===== config.mk =====
export PLATFORM = sky130hd
export DESIGN_NAME = lda_div
export DESIGN_NICKNAME = d
export VERILOG_FILES = /design/src/lda_div.sv
export SDC_FILE = /design/constraint.sdc
export NUM_CORES = 1
export LEC_CHECK = 0
export BUFFER_PORTS_ARGS = -buffer_cell sky130_fd_sc_hd__buf_2
export CAP_MARGIN = 15
export CORE_UTILIZATION = 64
export DETAILED_ROUTE_END_ITERATION = 6
export MAX_ROUTING_LAYER = met4
export PLACE_DENSITY = 0.87
export SLEW_MARGIN = 20
export SYNTH_ARGS = -nofsm -noshare
export SYNTH_HDL_FRONTEND = slang
export SYNTH_SLANG_ARGS = --single-unit

===== constraint.sdc =====
create_clock -name clk -period 7.16 [get_ports clk]
set_clock_uncertainty 0.1 [all_clocks]
set_input_delay 0.358 -clock clk [delete_from_list [all_inputs] [get_ports clk]]
set_output_delay 0.358 -clock clk [all_outputs]
set_load 0.01 [all_outputs]

===== src/lda_div.sv =====
module lda_div (
	input  logic        clk,
	input  logic        arst_n,
	input  logic        start,
	input  logic [33:0] num,
	input  logic [45:0] den,
	output logic        done,
	output logic [31:0] quot
);

	logic [45:0] rem_q;
	logic [45:0] d_q;
	logic [31:0] n_q;
	logic [31:0] q_q;
	logic [4:0]  cnt_q;
	logic        run_q;
	logic        done_q;
	logic [45:0] d_eff;
	logic        sat;
	logic [46:0] rem2;
	logic        ge;

	assign d_eff = (den == '0) ? 46'd1 : den;
	assign sat   = {28'd0, num} >= {d_eff, 16'd0};
	assign rem2  = {rem_q, n_q[31]};
	assign ge    = rem2 >= {1'b0, d_q};

	always_ff @(posedge clk or negedge arst_n) begin
		if (!arst_n) begin
			run_q  <= 1'b0;
			done_q <= 1'b0;
			cnt_q  <= '0;
		end else begin
			done_q <= 1'b0;
			if (start) begin
				if (sat) begin
					done_q <= 1'b1;
				end else begin
					run_q <= 1'b1;
					cnt_q <= 5'd31;
				end
			end else if (run_q) begin
				cnt_q <= cnt_q - 5'd1;
				if (cnt_q == '0) begin
					run_q  <= 1'b0;
					done_q <= 1'b1;
				end
			end
		end
	end

	always_ff @(posedge clk) begin
		if (start) begin
			d_q   <= d_eff;
			rem_q <= {28'd0, num[33:16]};
			n_q   <= {num[15:0], 16'd0};
			q_q   <= sat ? 32'hFFFF_FFFF : 32'd0;
		end else if (run_q) begin
			n_q <= {n_q[30:0], 1'b0};
			if (ge) begin
				rem_q <= 46'(rem2 - {1'b0, d_q});
				q_q   <= {q_q[30:0], 1'b1};
			end else begin
				rem_q <= rem2[45:0];
				q_q   <= {q_q[30:0], 1'b0};
			end
		end
	end

	assign done = done_q;
	assign quot = q_q;

endmodule


=== After elaboration in Yosys (flattened, before gate mapping) ===
Index checks and enable logic that the tools add are counted.

* Flip-flop bits (word level): 147
* Input port bits: 83
* Output and inout port bits: 33
* Word-level logic and storage cells: 38

* $add $sub $neg: 2
* Magnitude comparators: 2
* Equal/unequal tests: 1
* Multiplexer cells: 21
* Reduce and logical (&&, ||, !) cells: 4

{| class="wikitable"
|+ Operator list
! cell !! number
|-
| 32-bit 2-to-1 mux || 5
|-
| 46-bit 2-to-1 mux || 2
|-
| 34-bit by 62-bit >= comparator with 1-bit output || 1
|-
| 47-bit by 46-bit >= comparator with 1-bit output || 1
|-
| 46-bit zero test || 1
|-
| 46-bit subtractor || 1
|-
| 18-bit 2-to-1 mux || 2
|-
| 5-bit 2-to-1 mux || 3
|-
| 1-bit 2-to-1 mux || 9
|-
| 5-bit zero test || 1
|-
| 5-bit by 1-bit subtractor with 5-bit output (second input constant) || 1
|-
| 2-bit inequality test (second input constant) || 1
|-
| 2-bit AND reduction || 1
|-
| 2-bit nonzero test || 1
|}

=== Depth between registers and ports, before layout ===
Gate-level depths: netlist (run 1).

* Word-level depth: 5
* Gate-level depth with buffers: 16
* Depth with buffers taken out: 15

=== Least setup slack after synthesis (run 1) ===
OpenSTA, ideal clock, no wires.

* Path type: input port to flip-flop
* From: input den[25]
* To: register q_q[11] (netlist: quot[11]) (data pin)
* Setup time: 0.270 ns
* Arrival time: 2.766 ns
* Required time: 6.790 ns
* Path slack: 4.024 ns
* Stages: 16
* Path buffers: 2
* Path through: nor4_1 nand4_1 nor2_1 a41o_1 ha_1 nor2b_1 o21a_1 o21a_1 o21a_1 o21ai_0 a21o_1 a21oi_1 o211ai_1 clkbuf_1 clkbuf_1 o21ai_0

* Word-level cells in the longest chain between the ends: 5

{| class="wikitable"
|+ Ends and longest elaborated chain
! item !! RTL line !! text
|-
| start: declaration || 6 || <nowiki>input logic [45:0] den,</nowiki>
|-
| 46-bit zero test || 23 || <nowiki>assign d_eff = (den == '0) ? 46'd1 : den;</nowiki>
|-
| 46-bit 2-to-1 mux || 23 ||
|-
| net d_eff[0] || 18 || <nowiki>logic [45:0] d_eff;</nowiki>
|-
| 34-bit by 62-bit >= comparator with 1-bit output || 24 || <nowiki>assign sat = {28'd0, num} >= {d_eff, 16'd0};</nowiki>
|-
| 32-bit 2-to-1 mux || 57 || <nowiki>q_q <= sat ? 32'hFFFF_FFFF : 32'd0;</nowiki>
|-
| 32-bit 2-to-1 mux || 53 || <nowiki>if (start) begin</nowiki>
|-
| end signal: assignment || 57 ||
|-
| end signal: assignment || 62 || <nowiki>q_q <= {q_q[30:0], 1'b1};</nowiki>
|-
| end signal: assignment || 65 || <nowiki>q_q <= {q_q[30:0], 1'b0};</nowiki>
|-
| end: declaration || 14 || <nowiki>logic [31:0] q_q;</nowiki>
|}

The timed path passes the listed nets, and every way through them passes these cells.
A chain may end at the register's enable or synchronous reset.

=== Final worst setup path (run 1) ===
* From: register rem_q[8]
* To: register rem_q[9] (data pin)

* Word-level cells in the longest chain between the ends: 4
* Elaborated cells on any way between the ends: 5
* Those cells by class: 1 x add/sub; 1 x order compare; 3 x mux

{| class="wikitable"
|+ Ends and longest elaborated chain
! item !! RTL line !! text
|-
| start: declaration || 11 || <nowiki>logic [45:0] rem_q;</nowiki>
|-
| start signal: assignment || 55 || <nowiki>rem_q <= {28'd0, num[33:16]};</nowiki>
|-
| start signal: assignment || 61 || <nowiki>rem_q <= 46'(rem2 - {1'b0, d_q});</nowiki>
|-
| start signal: assignment || 64 || <nowiki>rem_q <= rem2[45:0];</nowiki>
|-
| 46-bit subtractor or 47-bit by 46-bit >= comparator with 1-bit output (tied branches) || 61, 26 ||
|-
| 46-bit 2-to-1 mux * || 60 || <nowiki>if (ge) begin</nowiki>
|-
| 18-bit 2-to-1 mux * || 58 || <nowiki>end else if (run_q) begin</nowiki>
|-
| 18-bit 2-to-1 mux * || 53 ||
|}

Every way passes the cells marked *; elsewhere a longest branch is shown, timed or not. The select of a mux whose other input is x is not followed.

==> results of run 1 <==
-- cells in the mapped netlist, drive strengths merged, types with 9 or more instances --
master  number
a211oi       9
a21o        25
a21oi       85
a311oi      11
buf         23
clkbuf      67
dfxtp       28
edfxtp     112
ha          66
inv        114
mux2        30
nand2       77
nand3       14
nand4       20
nor2        69
nor3        17
nor4        15
o21a         9
o21ai       85
xnor2       16
xor2        20
-- layout make-up --
type	count	area share [%]
multi-input combinational	667	43.4
inverter	114	4.03
clock inverter	15	1.84
sequential	147	38.6
timing repair buffer	122	6.00
tap	184	2.17
clock buffer	17	4.01
-- sequential cells by signal, indices dropped and copies added (netlist names) --
signal  count
n_q        16
cnt_q       5
quot       32
done        1
rem_q      46
run_q       1
d_q        46
-- path summary, 6_finish.rpt --
| check | start | to | slack (ns) |
|---|---|---|---|
| setup / recovery | rem_q[8] | rem_q[9] | 3.22 |
| hold / removal | den[33] | d_q[33] | 0.008 |
| setup reg to reg | rem_q[8] | rem_q[9] | 3.22 |
| hold reg to reg | rem_q[25] | rem_q[26] | 0.40 |
| max in group asynchronous | arst_n | run_q | 6.62 |
| min in group asynchronous | arst_n | cnt_q[3] | 0.18 |
-- power groups by stage --
stage | registers, W | logic, W | clock network [W]
CTS | 0.00120 | 0.00168 | 0.000955
floorplan | 0.00119 | 0.00134 | 0
detailed placement | 0.00122 | 0.00164 | 0
global placement | 0.00121 | 0.00160 | 0
finish | 0.00121 | 0.00171 | 0.000949
global route | 0.00122 | 0.00188 | 0.000988
-- cell usage in the layout (no fill, tap or decap), drive strengths merged, types with 7 or more instances in the layout --
cell / instances
a211oi: 9
a21o: 25
a21oi: 85
a311oi: 11
a31oi: 7
buf: 121
clkbuf: 17
dfrtp: 7
dfxtp: 28
edfxtp: 112
ha: 66
inv: 122
mux2: 30
nand2: 77
nand2b: 7
nand3: 14
nand4: 20
nor2: 69
nor2b: 7
nor3: 17
nor4: 15
o21a: 9
o21ai: 85
o21bai: 7
o31ai: 7
or3: 7
xnor2: 16
xor2: 20
-- kinds of logic (layout without fill, tap and decap cells) --
group,Yosys count,in the layout,synth area share (%)
compound gates,275,275,19.2
xor+xnor,36,36,3.32
fa+ha+maj,67,67,8.89
buf+inv,204,268,8.47
flops,147,147,43.1
mux,35,35,4.08
simple gates,254,254,13.0
-- worst max-delay path: stages (launching register included) --
cell and delay (ns):
edfxtp_1 0.41, ha_1 0.39, and3_1 0.22, nand4_1 0.13, a21oi_2 0.17, o21ai_2 0.12, o21ai_4 0.21, a41oi_4 0.25
o31ai_4 0.61, buf_6 0.26, buf_4 0.37, a21oi_1 0.14, mux2_2 0.28
-- metrics by stage --
stage,utilization [%],instance area [um^2],hold WS [ns]
3_5_place_dp,68.7,9980,0.101
4_1_cts,73.0,10600,0.000776
3_3_place_gp,68.7,9980,0.0979
2_1_floorplan,-,9510,-0.0376
6_report,73.1,10600,0.00753
5_1_grt,73.1,10600,0.000264
-- routing by layer --
layer	wire (um)	global-route usage [%]	vias to the layer above
li1	-	-	3703
met1	9570	39.1	3725
met2	10600	49.5	319
met3	1620	7.83	65
met4	648	12.6	0
met5	0	-	-
==> metrics.md, run 1 <==
| Metric | Value |
|---|---|
| Via/cell ratio | 6.17 |
| Actual slew at the worst max-slew pin | 0.959 ns |
| Post-route setup TNS | 0 ns |
| GP Congestion | between 0.9 and 1 |
| Post-synth EDFFs | 112 |
| Mapped Nets | 1168 |
| Post_cts resized | 0 |
| Layout overhead on the synthesized area | 11.7% |
| Multi-input combinational cell area | 4610 um^2 |
| Starting density of the core | about 65% |
| Main area contributors after synthesis | edfxtp_1 (35%), ha_1 (8.7%), dfxtp_1 (5.9%), inv_1 (4.5%), a21oi_1 (4.3%) |
| Antenna-violating nets left | 0 |
| Sw Share | 39.4% |
| Synth Flop Type | edfxtp_1 |
| H-tree Lvls | 4 |
| Final min period | 3.94 ns |
| Hold path depth | 1 |
| Max_slew headroom | 35.8% |
| Core area | 14500 um^2 |
| Vias in the first global route | 7497 |
| First-pass DRT Iterations | 5 |
| Iteration-0 DRC Markers | 756 |
| WL per Instance | 17.7 um |
| Num CTS Buffers | 17 |
| Power share of the sequential group | 31.2% |
| DRC Markers | 0 |
| Inst Count DP | 1232 |
| Worst Path Max Fanout | 36 |
| Clock transition at path regs | 0.07 ns |
| Synthesized area per cell | 9.34 um^2 |
| Fillers | 1078 |
| Setup Crit Path Kind | flip-flop to flip-flop |
| Register bit total from synthesis | roughly 150 |
| Total Power | about 0.0039 W |
| Register Area | 4100 um^2 |
| Final worst-path setup slack | 3.22 ns |
| Crit share post-route | 55.0% |
| Pins Over Slew Limit | 0 |
| First-pass GRT wire length | about 36 mm |
| Post-Syn Instances | 1018 |
| Unrepaired setup endpoints after global routing | no |
| Largest net degree at the start of global routing | 83 |
| Power per Cell Area | 364 nW/um^2 |
| Yosys top cell area share | 35.4% |
| CTS tree | done |
| Arrival time worst endpoint | 4.03 ns |
| Cell Count, Final, Fillers Out | 1266 |
| Setup bufs post-CTS | 0 |
| DR vias | 7812 |
| Post-Syn Area | between 9000 and 10000 um^2 |
| Final Hold Vio Count | 0 |
| Grt ovf | 0 |
| CTS root buf | clkbuf_16 |
| Yosys top cell by area | edfxtp_1 |
| # diodes | 0 |
| Max frequency | 254 MHz |
| Die Width | 124 um |
| Sequential share of the synthesized area | 43.1% |
| Synth warnings | 0 |
| DIE HEIGHT | about 120 um |
| Unique cell type count in the Yosys netlist | just under 80 |
| Layout cells sized above 1 | 19.2% |
| Internal power | about 0.0023 W |
| Combinational Power Share | 44.2% |
| HP Class | input port to flip-flop |
| Max cap viols | 0 |
| Die area | 15400 um^2 |
| Status | finished, final reports clean |
| Setup crit end kind | flip-flop |
| DPL Wire Length | 15.7 mm |
| Clock Latency Late Sink | approximately 0.44 ns |
| Clock tree buffer depth | 2 |
| Clock power frac | 24.6% |
| Port bufs | ~120 |
| CTS Sinks | 147 |
| Worst setup SP type | flip-flop |
| Io pins | 116 |
| Routed WL | 22.4 mm |
| Net Sw Power | 0.00152 W |
| R2R depth | 12 |
| Total track usage | a little under a third |
| P_leak | 4.71 nW |
| Post-CTS Hold Buffers | 1 |
| Async S/R FF share, synth | 4.76% |
| Final-report setup violation count | 0 |
| Setup WS pre-CTS | 3.08 ns |
| Req. time, crit path | 7.25 ns |
| Peak VDD IR | between 200 and 250 uV |
| Row cnt | 44 |
| # nets final | 1219 |
| Antenna violations before repair | 0 |
Note: power is estimated with default switching activity, not from simulation.
==> inputs of run 2 (changes only) <==
--- a/config.mk
+++ b/config.mk
@@ -7,10 +7,10 @@
 export LEC_CHECK = 0
 export BUFFER_PORTS_ARGS = -buffer_cell sky130_fd_sc_hd__buf_2
 export CAP_MARGIN = 15
-export CORE_UTILIZATION = 64
+export CORE_UTILIZATION = 54
 export DETAILED_ROUTE_END_ITERATION = 6
 export MAX_ROUTING_LAYER = met4
-export PLACE_DENSITY = 0.87
+export PLACE_DENSITY = 0.78
 export SLEW_MARGIN = 20
 export SYNTH_ARGS = -nofsm -noshare
 export SYNTH_HDL_FRONTEND = slang
==> constraint.sdc (replaced) <==
create_clock -name clk -period 3.4 [get_ports clk]
set_clock_uncertainty 0.1 [all_clocks]
set_input_delay 0.17 -clock clk [delete_from_list [all_inputs] [get_ports clk]]
set_output_delay 0.17 -clock clk [all_outputs]
set_load 0.01 [all_outputs]
==> metrics.md, run 2 (synthesized netlist as in run 1, its figures left out) <==
| Metric | Value |
|---|---|
| Status | finished with violations (was finished, final reports clean) |
| Failing checks | hold timing, setup timing |
| Vias in the first global route | 8283 (was 7497) |
| Fin area | 12000 um^2 (was 10600 um^2) |
| Arrival time worst endpoint | 3.57 ns (was 4.03 ns) |
| Max cap viols | 0 (unchanged) |
| DRC Markers | 0 (unchanged) |
| GP Congestion | 0.942 (was 0.903) |
| Register Area | 4100 um^2 (unchanged) |
| # nets final | 1346 (was 1219) |
| CTS Sinks | 147 (unchanged) |
| Num CTS Buffers | 17 (unchanged) |
| Antenna violations before repair | 1 (was 0) |
| Clock Latency Late Sink | 0.44 ns (about the same) |
| Clock transition at path regs | 0.07 ns (about the same) |
| DPL Wire Length | 16.6 mm (was 15.7 mm) |
| Worst setup SP type | input port (was flip-flop) |
| Setup Crit Path Kind | input port to flip-flop (was flip-flop to flip-flop) |
| First-pass DRT Iterations | 5 (unchanged) |
| Crit share post-route | 103% |
| Setup crit end kind | flip-flop (unchanged) |
| CTS root buf | clkbuf_16 (unchanged) |
| Iteration-0 DRC Markers | 722 (was 756) |
| Layout overhead on the synthesized area | 26.6% (was 11.7%) |
| DP Area | 10400 um^2 (was 9980 um^2) |
| Die Width | 135 um (was 124 um) |
| Final Hold Vio Count | 1 (was 0) |
| Largest net degree at the start of global routing | 74 (was 83) |
| DIE HEIGHT | 135 um (was 124 um) |
| Final-report setup violation count | 35 (was 0) |
| HP Class | input port to flip-flop (unchanged) |
| Layout cells sized above 1 | 22.4% (was 19.2%) |
| Final worst-path setup slack | -0.108 ns (was 3.22 ns) |
| Worst Path Max Fanout | 19 (was 36) |
| Fillers | 1250 (was 1078) |
| Grt ovf | 0 (unchanged) |
| Port bufs | 115 (unchanged) |
| Multi-input combinational cell area | 4730 um^2 (was 4610 um^2) |
| Row cnt | 48 (was 44) |
| Max_slew headroom | 40.2% (was 35.8%) |
| Antenna-violating nets left | 0 (unchanged) |
| Io pins | 116 (unchanged) |
| Via/cell ratio | 5.84 (was 6.17) |
| Power per Cell Area | 710 nW/um^2 (was 364 nW/um^2) |
| Final min period | 3.51 ns |
| Die area | 18100 um^2 (was 15400 um^2) |
| WHS | -0.00338 ns (was 0.00753 ns) |
| H-tree Lvls | 4 (unchanged) |
| Clock tree buffer depth | 2 (unchanged) |
| Starting density of the core | 55.2% (was 65.4%) |
| CTS tree | done (unchanged) |
| WL per Instance | 17.8 um (was 17.7 um) |
| Req. time, crit path | 3.46 ns (was 7.25 ns) |
| Core area | 17200 um^2 (was 14500 um^2) |
| Actual slew at the worst max-slew pin | 0.896 ns (was 0.959 ns) |
| Routed WL | 25.6 mm (was 22.4 mm) |
| Pins Over Slew Limit | 0 (unchanged) |
| Peak VDD IR | 583 uV (was 210 uV) |
| Max frequency | 285 MHz |
| Most common cell after layout, fill and taps aside | inv_1 (was buf_2) |
| Most frequent cells in the layout | inv_1 (113), edfxtp_1 (112), buf_2 (111), a21oi_1 (81), dlygate4sd3_1 (80) (was buf_2 (114), inv_1 (113), edfxtp_1 (112), a21oi_1 (82), o21ai_0 (78)) |
| Setup WS pre-CTS | -0.0277 ns (was 3.08 ns) |
| DR vias | 8384 (was 7812) |
| First-pass GRT wire length | 40.1 mm (was 35.6 mm) |
| Total track usage | 29.2% (was 31.5%) |
| P_leak | 5.33 nW (was 4.71 nW) |
[run 2: cell count changes in the layout (fill, tap and decap cells not counted), moves of 6 or more]
cell           delta
o21ai_1           +7
nor4_1            -6
buf_4            +42
o21ai_0           -8
clkinv_8          +7
dlygate4sd3_1    +79
[run 2: worst paths after layout]
path,start,endpoint,slack (ns),cells past startpoint
worst min register to register,rem_q[25],rem_q[26],0.41,2
worst max register to register,n_q[31],rem_q[42],0.09,13
min in group asynchronous,arst_n,run_q,0.54,3
worst min-delay path,den[9],d_q[9],-0.003,1
max in group asynchronous,arst_n,cnt_q[3],1.79,4
worst max-delay path,den[23],quot[1],-0.11,18
[run 2: per-stage QoR]
stage | std cells | total power, W | utilization [%] | hold WS [ns] | TNS (ns)
final | 1435 | 0.00855 | 69.9 | -0.00338 | -2.24
after global routing | 1435 | 0.00907 | 69.9 | 0.00283 | -6.28
after CTS | 1426 | 0.00832 | 68.4 | 0.000859 | 0
after detailed placement | 1313 | 0.00630 | 60.1 | -0.0849 | -0.179
after global placement | 1313 | 0.00621 | 60.1 | -0.0875 | 0
after floorplan | 1018 | 0.00533 | - | -0.226 | 0
[run 2: power by group]
part           switching, W  internal [W]
sequential         0.000242       0.00231
clock              0.000924       0.00100
combinational       0.00226       0.00181
total               0.00342       0.00512
[run 2: routing by layer]
layer,up-vias,routed length [um],GRT usage [%]
li1,3963,-,-
met1,3994,10600,35.5
met3,95,1550,4.99
met2,332,12300,46.6
met5,-,0,-
met4,0,1120,15.4
[run 2: critical path: stages]
cell,delay [ns]
dlygate4sd3_1,0.54
buf_2,0.13
nor4_1,0.24
nand4_1,0.30
nor2_4,0.19
a41o_1,0.22
ha_2,0.20
nor2b_1,0.05
o21a_1,0.16
o21a_1,0.16
o21a_1,0.17
o21ai_1,0.13
a21o_1,0.17
a21oi_2,0.08
o211ai_1,0.20
buf_4,0.21
buf_12,0.16
o21ai_0,0.11
[run 2: cell type report]
type                    instances  share of cell area, %
multi-input cells             667                   39.3
repair buffers                249                   15.6
flip-flops and latches        147                   34.0
well taps                     225                   2.34
inverters                     114                   3.55
clock buffers                  17                   3.53
clock inverters                15                   1.61
diodes                          1                 0.0208
[run 2: timing repair]
item                       in CTS  in global routing
hold endpoints to repair       85                  2
buffers inserted                0                  6
gates resized for setup         0                 37
hold buffers                   81                  2
setup endpoints to repair       0                 68
